## config.mk

```make
export PLATFORM = sky130hd
export DESIGN_NAME = frame_rate_window_statistics_flat
export DESIGN_NICKNAME = d
export VERILOG_FILES = /design/src/rtl/frw_pkg.sv /design/src/rtl/frw_if.sv /design/src/rtl/frw_div.sv /design/src/rtl/frw_ctrl.sv /design/src/rtl/frw_dp.sv /design/src/rtl/frame_rate_window_statistics.sv /design/src/flat_wrapper.sv
export SDC_FILE = /design/constraint.sdc
export NUM_CORES = 2
export LEC_CHECK = 0
export BUFFER_PORTS_ARGS = -buffer_cell sky130_fd_sc_hd__buf_4
export CORE_UTILIZATION = 51
export DETAILED_ROUTE_END_ITERATION = 10
export HOLD_SLACK_MARGIN = 0.05
export PLACE_DENSITY = 0.67
export SLEW_MARGIN = 25
export SYNTH_ARGS = -nofsm -noshare
export SYNTH_HDL_FRONTEND = slang
export SYNTH_HIERARCHICAL = 1
export SYNTH_SLANG_ARGS = --single-unit
```

## constraint.sdc

```tcl
create_clock -name clk -period 6.1 [get_ports clk]
set_input_delay 1.525 -clock clk [delete_from_list [all_inputs] [get_ports clk]]
set_output_delay 1.525 -clock clk [all_outputs]
set_load 0.02 [all_outputs]
```

## src/rtl/frw_pkg.sv

```systemverilog
// frw_pkg: shared types and constants for the frame-rate window statistics block
// no dependencies; imported by every module of the block

package frw_pkg;

  localparam int RATE_W     = 28;
  localparam int TS_W       = 32;
  localparam int WLEN_W     = 7;
  localparam int CFG_IDX_W  = 2;
  localparam int CFG_DATA_W = 28;

  // 1e6 us per second times 256 for q8
  localparam logic [RATE_W-1:0] RATE_NUMERATOR = 28'd256000000;

  localparam logic [CFG_IDX_W-1:0] CFG_MON_EN  = 2'd0;
  localparam logic [CFG_IDX_W-1:0] CFG_WIN_LEN = 2'd1;
  localparam logic [CFG_IDX_W-1:0] CFG_LOW_THR = 2'd2;

  localparam logic              MON_EN_RST  = 1'b1;
  localparam logic [WLEN_W-1:0] WIN_LEN_RST = 7'd60;
  localparam logic [RATE_W-1:0] LOW_THR_RST = 28'd7680;

  localparam logic MODE_RESTART = 1'b0;
  localparam logic MODE_UPDATE  = 1'b1;

  typedef enum logic [3:0] {
    ST_IDLE,
    ST_RATE_GO,
    ST_RATE_WAIT,
    ST_STORE,
    ST_WALK,
    ST_WALK_END,
    ST_MEAN_GO,
    ST_MEAN_WAIT,
    ST_DONE
  } frw_state_t;

  typedef struct packed {
    logic accept;    // input transaction taken this cycle
    logic div_rate;  // start rate division
    logic div_mean;  // start mean division
    logic cap_rate;  // capture rate quotient
    logic cap_mean;  // capture mean quotient
    logic store;     // write rate into ring, advance pointers
    logic walk_rd;   // issue one ring read
    logic load_out;  // load result register
  } frw_cmd_t;

  typedef struct packed {
    logic enabled;
    logic delta_zero;
    logic div_done;
    logic walk_last;
  } frw_status_t;

endpackage

```

## src/rtl/frw_if.sv

```systemverilog
// frw_in_if / frw_out_if: valid-ready channels for update items and results
// depends on frw_pkg for field widths

interface frw_in_if
  import frw_pkg::*;
();
  logic            valid;
  logic            ready;
  logic            mode;
  logic [TS_W-1:0] timestamp_us;

  modport source (output valid, output mode, output timestamp_us, input ready);
  modport sink   (input valid, input mode, input timestamp_us, output ready);
endinterface

interface frw_out_if
  import frw_pkg::*;
();
  logic              valid;
  logic              ready;
  logic [RATE_W-1:0] current_rate_q8;
  logic [TS_W-1:0]   frame_time_us;
  logic [RATE_W-1:0] min_rate_q8;
  logic [RATE_W-1:0] max_rate_q8;
  logic [RATE_W-1:0] mean_rate_q8;
  logic              low_rate;

  modport source (output valid, output current_rate_q8, output frame_time_us,
                  output min_rate_q8, output max_rate_q8, output mean_rate_q8,
                  output low_rate, input ready);
  modport sink   (input valid, input current_rate_q8, input frame_time_us,
                  input min_rate_q8, input max_rate_q8, input mean_rate_q8,
                  input low_rate, output ready);
endinterface

```

## src/rtl/frw_div.sv

```systemverilog
// frw_div: restoring divider, one quotient bit per cycle, 32-bit divisor
// depends on frw_pkg for the timestamp width

module frw_div
  import frw_pkg::*;
#(
  parameter int NUM_W = 35
) (
  input  logic             clk,
  input  logic             rst_n,
  input  logic             start,
  input  logic [NUM_W-1:0] num,
  input  logic [TS_W-1:0]  den,
  output logic             done,
  output logic [NUM_W-1:0] quot
);

  localparam int CW = $clog2(NUM_W);

  logic [NUM_W-1:0] num_r, num_nxt;
  logic [TS_W-1:0]  rem_r, rem_nxt;
  logic [TS_W-1:0]  den_r;
  logic [CW-1:0]    cnt_r;
  logic             busy_r, done_r;
  logic [TS_W:0]    rem_sh, diff;
  logic             ge;

  always_comb begin
    rem_sh  = {rem_r, num_r[NUM_W-1]};
    diff    = rem_sh - {1'b0, den_r};
    ge      = ~diff[TS_W];
    rem_nxt = ge ? diff[TS_W-1:0] : rem_sh[TS_W-1:0];
    num_nxt = {num_r[NUM_W-2:0], ge};
  end

  always_ff @(posedge clk) begin
    if (!rst_n) begin
      busy_r <= 1'b0;
      done_r <= 1'b0;
      cnt_r  <= '0;
    end else if (start) begin
      busy_r <= 1'b1;
      done_r <= 1'b0;
      cnt_r  <= CW'(NUM_W - 1);
    end else if (busy_r) begin
      cnt_r <= cnt_r - 1'b1;
      if (cnt_r == '0) begin
        busy_r <= 1'b0;
        done_r <= 1'b1;
      end
    end else begin
      done_r <= 1'b0;
    end
  end

  always_ff @(posedge clk) begin
    if (start) begin
      num_r <= num;
      rem_r <= '0;
      den_r <= den;
    end else if (busy_r) begin
      num_r <= num_nxt;
      rem_r <= rem_nxt;
    end
  end

  assign done = done_r;
  assign quot = num_r;

  a_start_busy: assert property (@(posedge clk) disable iff (!rst_n)
    start |=> busy_r && !done_r)
    else $error("divider did not start");

endmodule

```

## src/rtl/frw_ctrl.sv

```systemverilog
// frw_ctrl: sequencer for the frame-rate statistics datapath and output handshake
// depends on frw_pkg for the state, command and status types

module frw_ctrl
  import frw_pkg::*;
(
  input  logic        clk,
  input  logic        rst_n,
  input  logic        in_valid,
  input  logic        in_mode,
  output logic        in_ready,
  output logic        out_valid,
  input  logic        out_ready,
  input  frw_status_t status,
  output frw_cmd_t    cmd
);

  frw_state_t state_r, state_nxt;
  logic       out_valid_r, out_valid_nxt;
  logic       out_free;

  assign out_free = !out_valid_r || out_ready;
  assign in_ready = (state_r == ST_IDLE);

  always_comb begin
    state_nxt = state_r;
    unique case (state_r)
      ST_IDLE: begin
        if (in_valid && in_mode == MODE_UPDATE && status.enabled && !status.delta_zero) begin
          state_nxt = ST_RATE_GO;
        end
      end
      ST_RATE_GO:   state_nxt = ST_RATE_WAIT;
      ST_RATE_WAIT: if (status.div_done) state_nxt = ST_STORE;
      ST_STORE:     state_nxt = ST_WALK;
      ST_WALK:      if (status.walk_last) state_nxt = ST_WALK_END;
      ST_WALK_END:  state_nxt = ST_MEAN_GO;
      ST_MEAN_GO:   state_nxt = ST_MEAN_WAIT;
      ST_MEAN_WAIT: if (status.div_done) state_nxt = ST_DONE;
      ST_DONE:      if (out_free) state_nxt = ST_IDLE;
      default:      state_nxt = ST_IDLE;
    endcase
  end

  always_comb begin
    cmd          = '0;
    cmd.accept   = (state_r == ST_IDLE) && in_valid;
    cmd.div_rate = (state_r == ST_RATE_GO);
    cmd.cap_rate = (state_r == ST_RATE_WAIT) && status.div_done;
    cmd.store    = (state_r == ST_STORE);
    cmd.walk_rd  = (state_r == ST_WALK);
    cmd.div_mean = (state_r == ST_MEAN_GO);
    cmd.cap_mean = (state_r == ST_MEAN_WAIT) && status.div_done;
    cmd.load_out = (state_r == ST_DONE) && out_free;
  end

  always_comb begin
    out_valid_nxt = out_valid_r;
    if (cmd.load_out) begin
      out_valid_nxt = 1'b1;
    end else if (out_ready) begin
      out_valid_nxt = 1'b0;
    end
  end

  always_ff @(posedge clk) begin
    if (!rst_n) begin
      state_r     <= ST_IDLE;
      out_valid_r <= 1'b0;
    end else begin
      state_r     <= state_nxt;
      out_valid_r <= out_valid_nxt;
    end
  end

  assign out_valid = out_valid_r;

  a_no_overwrite: assert property (@(posedge clk) disable iff (!rst_n)
    cmd.load_out |-> (!out_valid_r || out_ready))
    else $error("result register overwritten before taken");

endmodule

```

## src/rtl/frw_dp.sv

```systemverilog
// frw_dp: config registers, interval, rate ring memory, window walk and divider
// depends on frw_pkg and frw_div

module frw_dp
  import frw_pkg::*;
#(
  parameter int WINDOW_DEPTH = 64
) (
  input  logic                  clk,
  input  logic                  rst_n,
  input  logic                  cfg_we,
  input  logic [CFG_IDX_W-1:0]  cfg_idx,
  input  logic [CFG_DATA_W-1:0] cfg_wdata,
  input  logic                  in_mode,
  input  logic [TS_W-1:0]       in_timestamp_us,
  input  frw_cmd_t              cmd,
  output frw_status_t           status,
  output logic [RATE_W-1:0]     current_rate_q8,
  output logic [TS_W-1:0]       frame_time_us,
  output logic [RATE_W-1:0]     min_rate_q8,
  output logic [RATE_W-1:0]     max_rate_q8,
  output logic [RATE_W-1:0]     mean_rate_q8,
  output logic                  low_rate
);

  localparam int AW    = $clog2(WINDOW_DEPTH);
  localparam int CNT_W = $clog2(WINDOW_DEPTH + 1);
  localparam int SUM_W = RATE_W + CNT_W;
  localparam int LEN_W = (CNT_W > WLEN_W) ? CNT_W : WLEN_W;

  logic              mon_en_r;
  logic [WLEN_W-1:0] win_len_r;
  logic [RATE_W-1:0] low_thr_r;

  logic [TS_W-1:0]   last_ts_r;
  logic [TS_W-1:0]   delta_r;
  logic [AW-1:0]     wpos_r, newest_r, k_r;
  logic [CNT_W-1:0]  cnt_r, cnt_nxt, eff_len;
  logic [LEN_W-1:0]  wl_ext;
  logic [RATE_W-1:0] rate_r, mean_r, min_r, max_r;
  logic [SUM_W-1:0]  sum_r;
  logic [RATE_W-1:0] ring [WINDOW_DEPTH];
  logic [RATE_W-1:0] rd_data_r;
  logic [AW-1:0]     rd_addr;
  logic [AW:0]       back_addr;
  logic              acc_en_r;

  logic              div_start, div_done;
  logic [SUM_W-1:0]  div_num, div_quot;
  logic [TS_W-1:0]   div_den;

  logic [RATE_W-1:0] out_rate_r, out_min_r, out_max_r, out_mean_r;
  logic [TS_W-1:0]   out_ft_r;
  logic              out_low_r;

  // configuration
  always_ff @(posedge clk) begin
    if (!rst_n) begin
      mon_en_r  <= MON_EN_RST;
      win_len_r <= WIN_LEN_RST;
      low_thr_r <= LOW_THR_RST;
    end else if (cfg_we) begin
      unique case (cfg_idx)
        CFG_MON_EN:  mon_en_r  <= cfg_wdata[0];
        CFG_WIN_LEN: win_len_r <= cfg_wdata[WLEN_W-1:0];
        CFG_LOW_THR: low_thr_r <= cfg_wdata[RATE_W-1:0];
        default: ;
      endcase
    end
  end

  // window length clamped to 1..depth
  always_comb begin
    wl_ext = LEN_W'(win_len_r);
    if (wl_ext == '0) begin
      eff_len = CNT_W'(1);
    end else if (wl_ext > LEN_W'(WINDOW_DEPTH)) begin
      eff_len = CNT_W'(WINDOW_DEPTH);
    end else begin
      eff_len = CNT_W'(wl_ext);
    end
    cnt_nxt = (cnt_r < eff_len) ? cnt_r + 1'b1 : eff_len;
  end

  // interval, ring pointers and count
  always_ff @(posedge clk) begin
    if (!rst_n) begin
      last_ts_r <= '0;
      wpos_r    <= '0;
      cnt_r     <= '0;
    end else if (cmd.accept) begin
      if (in_mode == MODE_RESTART) begin
        last_ts_r <= in_timestamp_us;
        wpos_r    <= '0;
        cnt_r     <= '0;
      end else if (mon_en_r) begin
        last_ts_r <= in_timestamp_us;
      end
    end else if (cmd.store) begin
      wpos_r <= (wpos_r == AW'(WINDOW_DEPTH - 1)) ? '0 : wpos_r + 1'b1;
      cnt_r  <= cnt_nxt;
    end
  end

  always_ff @(posedge clk) begin
    if (cmd.accept) begin
      delta_r <= in_timestamp_us - last_ts_r;
    end
    if (cmd.cap_rate) begin
      rate_r <= div_quot[RATE_W-1:0];
    end
    if (cmd.cap_mean) begin
      mean_r <= div_quot[RATE_W-1:0];
    end
    if (cmd.store) begin
      newest_r <= wpos_r;
    end
  end

  // ring memory, registered read
  always_ff @(posedge clk) begin
    if (cmd.store) begin
      ring[wpos_r] <= rate_r;
    end
  end

  always_ff @(posedge clk) begin
    if (cmd.walk_rd) begin
      rd_data_r <= ring[rd_addr];
    end
  end

  // walk back from the newest entry, wrapping at the depth
  always_comb begin
    if (k_r > newest_r) begin
      back_addr = {1'b0, newest_r} + (AW + 1)'(WINDOW_DEPTH) - {1'b0, k_r};
    end else begin
      back_addr = {1'b0, newest_r} - {1'b0, k_r};
    end
    rd_addr = back_addr[AW-1:0];
  end

  always_ff @(posedge clk) begin
    if (!rst_n) begin
      acc_en_r <= 1'b0;
      k_r      <= '0;
    end else begin
      acc_en_r <= cmd.walk_rd;
      if (cmd.store) begin
        k_r <= '0;
      end else if (cmd.walk_rd) begin
        k_r <= k_r + 1'b1;
      end
    end
  end

  always_ff @(posedge clk) begin
    if (cmd.store) begin
      min_r <= rate_r;
      max_r <= rate_r;
      sum_r <= '0;
    end else if (acc_en_r) begin
      sum_r <= sum_r + {{CNT_W{1'b0}}, rd_data_r};
      if (rd_data_r < min_r) min_r <= rd_data_r;
      if (rd_data_r > max_r) max_r <= rd_data_r;
    end
  end

  // shared divider: rate first, then mean
  assign div_start = cmd.div_rate || cmd.div_mean;
  assign div_num   = cmd.div_mean ? sum_r : SUM_W'(RATE_NUMERATOR);
  assign div_den   = cmd.div_mean ? {{(TS_W-CNT_W){1'b0}}, cnt_r} : delta_r;

  frw_div #(
    .NUM_W (SUM_W)
  ) u_div (
    .clk   (clk),
    .rst_n (rst_n),
    .start (div_start),
    .num   (div_num),
    .den   (div_den),
    .done  (div_done),
    .quot  (div_quot)
  );

  // result register
  always_ff @(posedge clk) begin
    if (cmd.load_out) begin
      out_rate_r <= rate_r;
      out_ft_r   <= delta_r;
      out_min_r  <= min_r;
      out_max_r  <= max_r;
      out_mean_r <= mean_r;
      out_low_r  <= (rate_r < low_thr_r);
    end
  end

  assign current_rate_q8 = out_rate_r;
  assign frame_time_us   = out_ft_r;
  assign min_rate_q8     = out_min_r;
  assign max_rate_q8     = out_max_r;
  assign mean_rate_q8    = out_mean_r;
  assign low_rate        = out_low_r;

  always_comb begin
    status            = '0;
    status.enabled    = mon_en_r;
    status.delta_zero = (in_timestamp_us == last_ts_r);
    status.div_done   = div_done;
    status.walk_last  = ((CNT_W'(k_r) + 1'b1) == cnt_r);
  end

  a_count_range: assert property (@(posedge clk) disable iff (!rst_n)
    cmd.store |=> (cnt_r != '0) && (cnt_r <= CNT_W'(WINDOW_DEPTH)))
    else $error("sample count out of range after store");

  a_min_le_max: assert property (@(posedge clk) disable iff (!rst_n)
    acc_en_r |=> (min_r <= max_r))
    else $error("window minimum above maximum");

endmodule

```

## src/rtl/frame_rate_window_statistics.sv

```systemverilog
// Frame-rate window statistics. A restart item, a disabled update and an update with
// zero interval are taken without leaving the idle state. Every other update runs one
// divider twice (rate, then mean), producing one quotient bit per cycle, with a walk over
// the ring memory through its single read port, one entry per cycle, between the two
// divisions; its result then waits until the previous result has been taken. A finished
// result waits in the output register while the next item is taken. No reset sweep.

module frame_rate_window_statistics
  import frw_pkg::*;
#(
  parameter int WINDOW_DEPTH = 64
) (
  input  logic                  clk,
  input  logic                  rst_n,
  frw_in_if.sink                in_ch,
  frw_out_if.source             out_ch,
  input  logic                  cfg_we,
  input  logic [CFG_IDX_W-1:0]  cfg_idx,
  input  logic [CFG_DATA_W-1:0] cfg_wdata
);

  frw_cmd_t    cmd;
  frw_status_t status;
  logic        in_ready, out_valid;

  frw_ctrl u_ctrl (
    .clk       (clk),
    .rst_n     (rst_n),
    .in_valid  (in_ch.valid),
    .in_mode   (in_ch.mode),
    .in_ready  (in_ready),
    .out_valid (out_valid),
    .out_ready (out_ch.ready),
    .status    (status),
    .cmd       (cmd)
  );

  frw_dp #(
    .WINDOW_DEPTH (WINDOW_DEPTH)
  ) u_dp (
    .clk             (clk),
    .rst_n           (rst_n),
    .cfg_we          (cfg_we),
    .cfg_idx         (cfg_idx),
    .cfg_wdata       (cfg_wdata),
    .in_mode         (in_ch.mode),
    .in_timestamp_us (in_ch.timestamp_us),
    .cmd             (cmd),
    .status          (status),
    .current_rate_q8 (out_ch.current_rate_q8),
    .frame_time_us   (out_ch.frame_time_us),
    .min_rate_q8     (out_ch.min_rate_q8),
    .max_rate_q8     (out_ch.max_rate_q8),
    .mean_rate_q8    (out_ch.mean_rate_q8),
    .low_rate        (out_ch.low_rate)
  );

  assign in_ch.ready  = in_ready;
  assign out_ch.valid = out_valid;

endmodule

```

## src/flat_wrapper.sv

```systemverilog
// flat-port wrapper written by rule: the top's interface ports become plain ports
module frame_rate_window_statistics_flat import frw_pkg::*;
#(
  parameter int WINDOW_DEPTH = 64
)
  (clk, rst_n, cfg_we, cfg_idx, cfg_wdata, in_ch_valid, in_ch_mode, in_ch_timestamp_us, in_ch_ready, out_ch_valid, out_ch_current_rate_q8, out_ch_frame_time_us, out_ch_min_rate_q8, out_ch_max_rate_q8, out_ch_mean_rate_q8, out_ch_low_rate, out_ch_ready);
  frw_in_if in_ch_i ();
  frw_out_if out_ch_i ();
  input  logic clk;
  input  logic rst_n;
  input  logic cfg_we;
  input  logic [CFG_IDX_W-1:0] cfg_idx;
  input  logic [CFG_DATA_W-1:0] cfg_wdata;
  input wire logic [$bits(in_ch_i.valid)-1:0] in_ch_valid;
  input wire logic [$bits(in_ch_i.mode)-1:0] in_ch_mode;
  input wire logic [$bits(in_ch_i.timestamp_us)-1:0] in_ch_timestamp_us;
  output wire logic [$bits(in_ch_i.ready)-1:0] in_ch_ready;
  output wire logic [$bits(out_ch_i.valid)-1:0] out_ch_valid;
  output wire logic [$bits(out_ch_i.current_rate_q8)-1:0] out_ch_current_rate_q8;
  output wire logic [$bits(out_ch_i.frame_time_us)-1:0] out_ch_frame_time_us;
  output wire logic [$bits(out_ch_i.min_rate_q8)-1:0] out_ch_min_rate_q8;
  output wire logic [$bits(out_ch_i.max_rate_q8)-1:0] out_ch_max_rate_q8;
  output wire logic [$bits(out_ch_i.mean_rate_q8)-1:0] out_ch_mean_rate_q8;
  output wire logic [$bits(out_ch_i.low_rate)-1:0] out_ch_low_rate;
  input wire logic [$bits(out_ch_i.ready)-1:0] out_ch_ready;
  assign in_ch_i.valid = in_ch_valid;
  assign in_ch_i.mode = in_ch_mode;
  assign in_ch_i.timestamp_us = in_ch_timestamp_us;
  assign in_ch_ready = in_ch_i.ready;
  assign out_ch_valid = out_ch_i.valid;
  assign out_ch_current_rate_q8 = out_ch_i.current_rate_q8;
  assign out_ch_frame_time_us = out_ch_i.frame_time_us;
  assign out_ch_min_rate_q8 = out_ch_i.min_rate_q8;
  assign out_ch_max_rate_q8 = out_ch_i.max_rate_q8;
  assign out_ch_mean_rate_q8 = out_ch_i.mean_rate_q8;
  assign out_ch_low_rate = out_ch_i.low_rate;
  assign out_ch_i.ready = out_ch_ready;
  frame_rate_window_statistics #(.WINDOW_DEPTH(WINDOW_DEPTH)) u_core (.clk(clk), .rst_n(rst_n), .in_ch(in_ch_i), .out_ch(out_ch_i), .cfg_we(cfg_we), .cfg_idx(cfg_idx), .cfg_wdata(cfg_wdata));
endmodule
```

# After elaboration in Yosys (flattened, before gate mapping)
# Memories as Yosys holds them, arrays and structs flattened. A register that Yosys moved wholly into a read port is not among the register bits.
# Cells that the tools add are included.
[op_classes] bitwise=3 eq_ne=20 reduce_logical=32 addsub=11 muxes=39 n_lt_le_gt_ge=6
[ops] operator="28-bit two-way mux" count=6
[ops] operator="35-bit two-way mux" count=3
[ops] operator="32-bit two-way mux" count=3
[ops] operator="28-bit less-than comparator" count=2
[ops] operator="7-bit two-way mux" count=7
[ops] operator="6-bit two-way mux" count=7
[ops] operator="4-bit one-hot mux with 9 select lines" count=1
[ops] operator="35-bit by 28-bit adder with 35-bit output" count=1
[ops] operator="33-bit by 32-bit subtractor with 33-bit output" count=1
[ops] operator="32-bit == test" count=1
[ops] operator="32-bit subtractor" count=1
[ops] operator="28-bit > comparator" count=1
[ops] operator="4-bit two-way mux" count=5
[ops] operator="6-bit by 1-bit adder with 6-bit output, second input constant" count=3
[ops] operator="4-bit by 3-bit == test with 1-bit output, second input constant" count=4
[ops] operator="2-bit AND reduction" count=7
[ops] operator="2-bit nonzero test" count=6
[ops] operator="6-bit subtractor" count=2
[ops] operator="4-bit by 2-bit == test with 1-bit output, second input constant" count=2
[ops] operator="2-bit inequality test, second input constant" count=4
[ops] operator="6-bit by 1-bit adder with 7-bit output, second input constant" count=1
[ops] operator="7-bit by 1-bit adder with 7-bit output, second input constant" count=1
[ops] operator="7-bit == test" count=1
[ops] operator="7-bit > comparator, second input constant" count=1
[ops] operator="21 further kinds" count=40
[word_totals] n_memories=1 mem_bits_rw=1792 reg_bits=530
[mem_list] memory="u_core.u_dp.ring" depth=64 word_bits=28 read_ports=1 rd_clocked_by_memory_dff=1 wr=1 line_no="frw_dp.sv:42" text="logic [RATE_W-1:0] ring [WINDOW_DEPTH];"

# Depth between registers and ports, before layout
[logic_depth] word_depth=7 ltp_mapped=13 depth_no_buf=12

# Modules after synthesis
# Netlist, hierarchy kept.
[by_module_without_submodules] mod="frw_dp" cells_per_inst=4489 seq_area_each_um2=65973.3 n_inst=1 area_per_inst_um2=89186.8
[by_module_without_submodules] mod="frw_div" cells_per_inst=597 seq_area_each_um2=2812.7 n_inst=1 area_per_inst_um2=6218.5
[by_module_without_submodules] mod="frw_ctrl" cells_per_inst=45 seq_area_each_um2=100.1 n_inst=1 area_per_inst_um2=402.9

# Worst setup path after synthesis
# No wires, ideal clock.
[synth_timing] path_type="reg2reg" start="register u_core.u_ctrl.state_r[0]" end="memory u_core.u_dp.ring[48][0], enable pin" setup_slack_ns=1.515 stages_incl_launch_ff=8 n_path_buf=3 arrival_ns=4.137 t_required_ns=5.652 path_cell_list="dfxtp_1 > buf_2 > nand2_1 > nor3_1 > clkbuf_1 > clkbuf_1 > nand4b_1 > nor3_1"
[synth_rtl] element="start: declaration" line_no="frw_ctrl.sv:18" text="frw_state_t state_r, state_nxt;"
[synth_rtl] element="start signal: assignment" line_no="frw_ctrl.sv:71" text="state_r <= state_nxt;"
[synth_rtl] element="end: declaration" line_no="frw_dp.sv:42"

# Worst setup path in the final report
[layout_timing] start="register u_core.u_dp.newest_r[0]" end="register u_core.u_dp.rd_data_r[6], read port of u_core.u_dp.ring (data pin)"
[layout_between] elab_chain_cells=3
[layout_lines] element="start: declaration" line_no="frw_dp.sv:37" text="logic [AW-1:0] wpos_r, newest_r, k_r;"
[layout_lines] element="start signal: assignment" line_no="frw_dp.sv:116" text="newest_r <= wpos_r;"
[layout_lines] element="6-bit by 1-bit adder with 6-bit output" line_no="frw_dp.sv:136" text="back_addr = {1'b0, newest_r} + (AW + 1)'(WINDOW_DEPTH) - {1'b0, k_r};"
[layout_lines] element="6-bit subtractor" line_no="frw_dp.sv:136"
[layout_lines] element="6-bit two-way mux (*)" line_no="frw_dp.sv:135" text="if (k_r > newest_r) begin"
[layout_lines] element="end: declaration" line_no="frw_dp.sv:43" text="logic [RATE_W-1:0] rd_data_r;"
# Every way passes the cells marked *; elsewhere a longest branch is shown, timed or not.
# A chain may end at the register's enable or synchronous reset.

==> results.md <==
Status:
- The flow ran to the end, and the final reports show no timing, DRC or antenna violations.

Detailed routing:
- Dividing the detail-routed wire length by the instance count gives 30.5 um.
- The initial detailed-routing violation count is 6426.
- The aggregate routed wire length is 250000 um.
- The count of nets left with antenna violations once routing finished came out at 0.
- The routed layout has 50933 vias.
- The DRC violations left is 0.
- The detail-routed via count per cell is 6.23.
- The detailed-routing iteration count for the pre-antenna-repair pass is 8.

Pwr:
- In this run the power density over the cells is 378 mW/mm^2.
- The post-layout total power is 41.2 mW.
- The analysis attributes to cell leakage a power of 36.0 nW.
- The worst-case IR drop observed on VDD is 0.000291 V.

Placement:
- Routability-driven placement finished with a final weighted congestion of 0.875.
- Port buffering added 214 buffers.
- After legalization and detailed placement, the total HPWL measured 145000 um.
- After detailed placement, the total cell area comes to 0.101 sq mm.
- The number of placed instances, taps included, is 7743.

Die:
- The number of placed I/O pins is 215.
- The initial core utilization is 51.5%.
- The cell row count is 158.
- The height of the die is 435 um.
- The placeable core area is 0.186 sq mm.
- The die is 435 um wide.
- The floorplan die area is 0.190 sq mm.

Setup path:
- At the worst endpoint, the required time is 6.62 ns.
- In this run the worst path has a maximum fanout of 80.
- Grouping stages by cell kind, the critical path spends the most delay in adder cells.
- STA classifies the critical path endpoint as a flop.
- The worst setup path is launched from a flop.
- Traced cell by cell, the critical path runs through inv_1 > ha_4 > inv_1 > fa_4 > buf_12 > mux4_2 > mux4_2 > nor2b_1 > a211oi_1 > a21oi_1.
- The number of buffer and inverter instances along the worst setup path is 3.
- For the worst setup path, the data arrival time is 5.52 ns.
- In this design, the stage delay of the slowest critical-path cell is 1.19 ns.
- The critical path class is flop to flop.
- On the critical path, the stage with the largest delay is an instance of fa_4.

Clock tree:
- For this design, the CTS-stage hold fixing added 0 buffers.
- Counting the buffers created by CTS gives 228.
- TritonCTS built the clock tree.
- The number of H-tree levels is 4.
- The number of setup buffers added after CTS is 0.
- The latest clock arrival within the worst-skew pair is 0.87 ns.
- The clock drives 2350 sinks.
- Post-CTS repair changed the size of 0 cells.
- The worst-case clock buffer depth is 3.
- Clock-pin slew was measured on the worst setup and hold paths at 0.06 ns.
- In this run the clock root is driven by a clkbuf_16.

Timing:
- Counting I/O delays and the setup requirement, the final critical path takes 5.00 ns.
- The number of hold-slack violations in the final timing report is 0.
- On the final layout, the worst clock skew is 0.0298 ns.
- The worst path uses 82.0% of the clock period.
- Setup repair after global routing left no endpoint under its margin.
- Derived from the worst setup path, the maximum achievable clock frequency is 200 MHz.
- Adding up every negative setup slack in the final design gives 0 ns.
- For the pin with the worst max-slew slack, the measured transition is 1.11 ns.
- Setup violations remaining at the end of the flow were counted as 0.
- The number of max-slew violations in the final report is 0.
- The normalized max-slew margin is 26.1%.

GRT:
- Entering global routing, the biggest net connects 86 pins.
- The via count of the first global-routing pass came to 50301.
- Global routing finished with a remaining overflow of 0.
- The number of antenna violations at the first check in global routing is 10.
- Global routing consumed, over all layers together, 26.3% of the routing resources.
- The first-pass GRT wire length is 357000 um.

Flow run:
- The tool flagged a number of max-cap violations equal to 0.

Synth:
- The synthesized-area fraction occupied by ao, oa, aoi and oai cells is 4.08%.
- Summing every instance area after synthesis gives 0.0958 sq mm.
- The dominant combinational cell family by area after synthesis is multiplexers.
- Counting instances in the post-synthesis netlist gives the leading cell types as edfxtp_1, mux4_2, nand2_1.
- A synthesized cell averages 18.7 sq um.
- By area the synthesized netlist is led by edfxtp_1, mux4_2, dfxtp_1, ha_1, nand2_1.
- The adder and majority gate portion of the synthesized area is 2.55%.
- The synthesized instance count is 5131.
- The dominant cell by count in the synthesized netlist is edfxtp_1.
- The number of enable flip-flop cells after synthesis is 2182.
- The proportion of synthesized area in mux cells is 14.7%.
- Synthesis inferred 2350 register bits.
- The xor/xnor share of the synthesized area is 0.969%.
- During synthesis, Yosys emitted a total of 6 warnings.
- The biggest area contributor in the post-synthesis netlist is edfxtp_1.
- For this run, the leading register cell type out of synthesis is edfxtp_1.
- When the netlist entered floorplanning its net count stood at 5392.
- Summing the sequential cell areas from Yosys gives 71.9% of the chip area.
- After synthesis, the netlist uses 99 different library cells.
- The simple-gate portion of the synthesized area is 3.96%.
- The share of Yosys cell area claimed by the top area cell type is 68.4%.
- The share of flip-flops with an asynchronous set or reset after synthesis is 0%.

Worst hold path:
- In this run the worst hold path is classified as flop to flop.

Final layout:
- The area growth from synthesis to layout is 13.8%.
- For this run, the number of standard cells in the final layout without fillers is 8181.
- Measured on the finished design, the core utilization comes to 58.6%.
- The finished layout cell area is 0.109 sq mm.
- The share of layout cells above drive strength 1 is 25.8%.
- The net count reported at finish is 5756.
==> flip-flops by register name, indices dropped and copies added (netlist names), 32 cells and up <==
name                       cells
u_core/u_dp/sum_r             35
u_core/u_dp/frame_time_us     32
u_core/u_dp/ring            1792
u_core/u_dp/u_div/quot        35
u_core/u_dp/u_div/rem_r       32
u_core/u_dp/u_div/den_r       32
u_core/u_dp/last_ts_r         32
u_core/u_dp/delta_r           32
==> cells in the final DEF, fill, tap and decap left out, types with 33 or more instances in the layout <==
cell type,count
a211oi_1,52
a21boi_0,66
a21o_1,55
a21oi_1,150
and2_1,38
buf_4,346
clkbuf_1,39
clkbuf_16,233
clkinv_1,51
clkinv_2,53
dfxtp_1,167
edfxtp_1,2182
ha_1,188
inv_1,194
mux2_2,68
mux2i_1,67
mux4_2,560
nand2_1,241
nand2b_1,38
nand3_1,47
nor2_1,137
nor2_4,63
nor2b_1,78
o21ai_0,75
xnor2_1,69
xor2_1,33
==> layout make-up <==
type | instances | area, sq um
Tap cell | 2480 | 3100
Clock buffer | 277 | 6050
Sequential cell | 2350 | 68900
Fill cell | 13554 | 77000
Antenna cell | 7 | 17.5
Multi-Input combinational cell | 2354 | 25800
Clock inverter | 152 | 1390
Inverter | 195 | 732
Timing Repair Buffer | 366 | 3000
==> layer usage <==
metal / part of all wire, % / routed length, um / global-route usage (%)
met1: 39 / 98400 / 36.4
met2: 49 / 122000 / 43.0
met3: 8.5 / 21100 / 4.10
met4: 3.2 / 8010 / 8.73
met5: 0.0084 / 21 / 0
==> power breakdown <==
part	internal (mW)	leakage, nW	switching, mW	total (mW)
clock	7.97	3.64	6.04	14.0
combinational	3.76	11.3	4.46	8.22
sequential	18.4	21.0	0.565	19.0
==> final timing paths <==
check | end | cells past startpoint | slack, ns | start
min reg2reg | u_core/u_dp/mean_rate_q8[13] | 0 | 0.42 | u_core/u_dp/mean_r[13]
max | u_core/u_dp/rd_data_r[6] | 10 | 1.10 | u_core/u_dp/newest_r[0]
min | u_core/u_dp/mean_rate_q8[13] | 0 | 0.42 | u_core/u_dp/mean_r[13]
max reg2reg | u_core/u_dp/rd_data_r[6] | 10 | 1.10 | u_core/u_dp/newest_r[0]
==> stage by stage <==
step                      worst slack, ns  hold slack (ns)
after floorplan                      1.52            0.400
after global placement              0.659            0.404
after detailed placement             1.14            0.405
after CTS                            1.14            0.416
after global routing                 1.13            0.428
final                                1.10            0.418
==> worst register-to-register path, cell delays in order (launching register included) <==
cell      delay [ns]
edfxtp_1        0.37
inv_1           0.13
ha_4            0.14
inv_1           0.05
fa_4            1.19
buf_12          0.45
mux4_2          0.53
mux4_2          0.48
nor2b_1         0.15
a211oi_1        0.92
a21oi_1         0.24
==> cells by family (layout without fill, tap and decap cells) <==
group / after synthesis / in the layout
xor+xnor: 106 / 106
other cells: 0 / 7
fa+ha+maj: 193 / 193
compound gates: 580 / 580
mux: 697 / 697
simple gates: 778 / 778
buf+inv: 427 / 990
flops: 2350 / 2350
(Power assumes the default switching activity.)
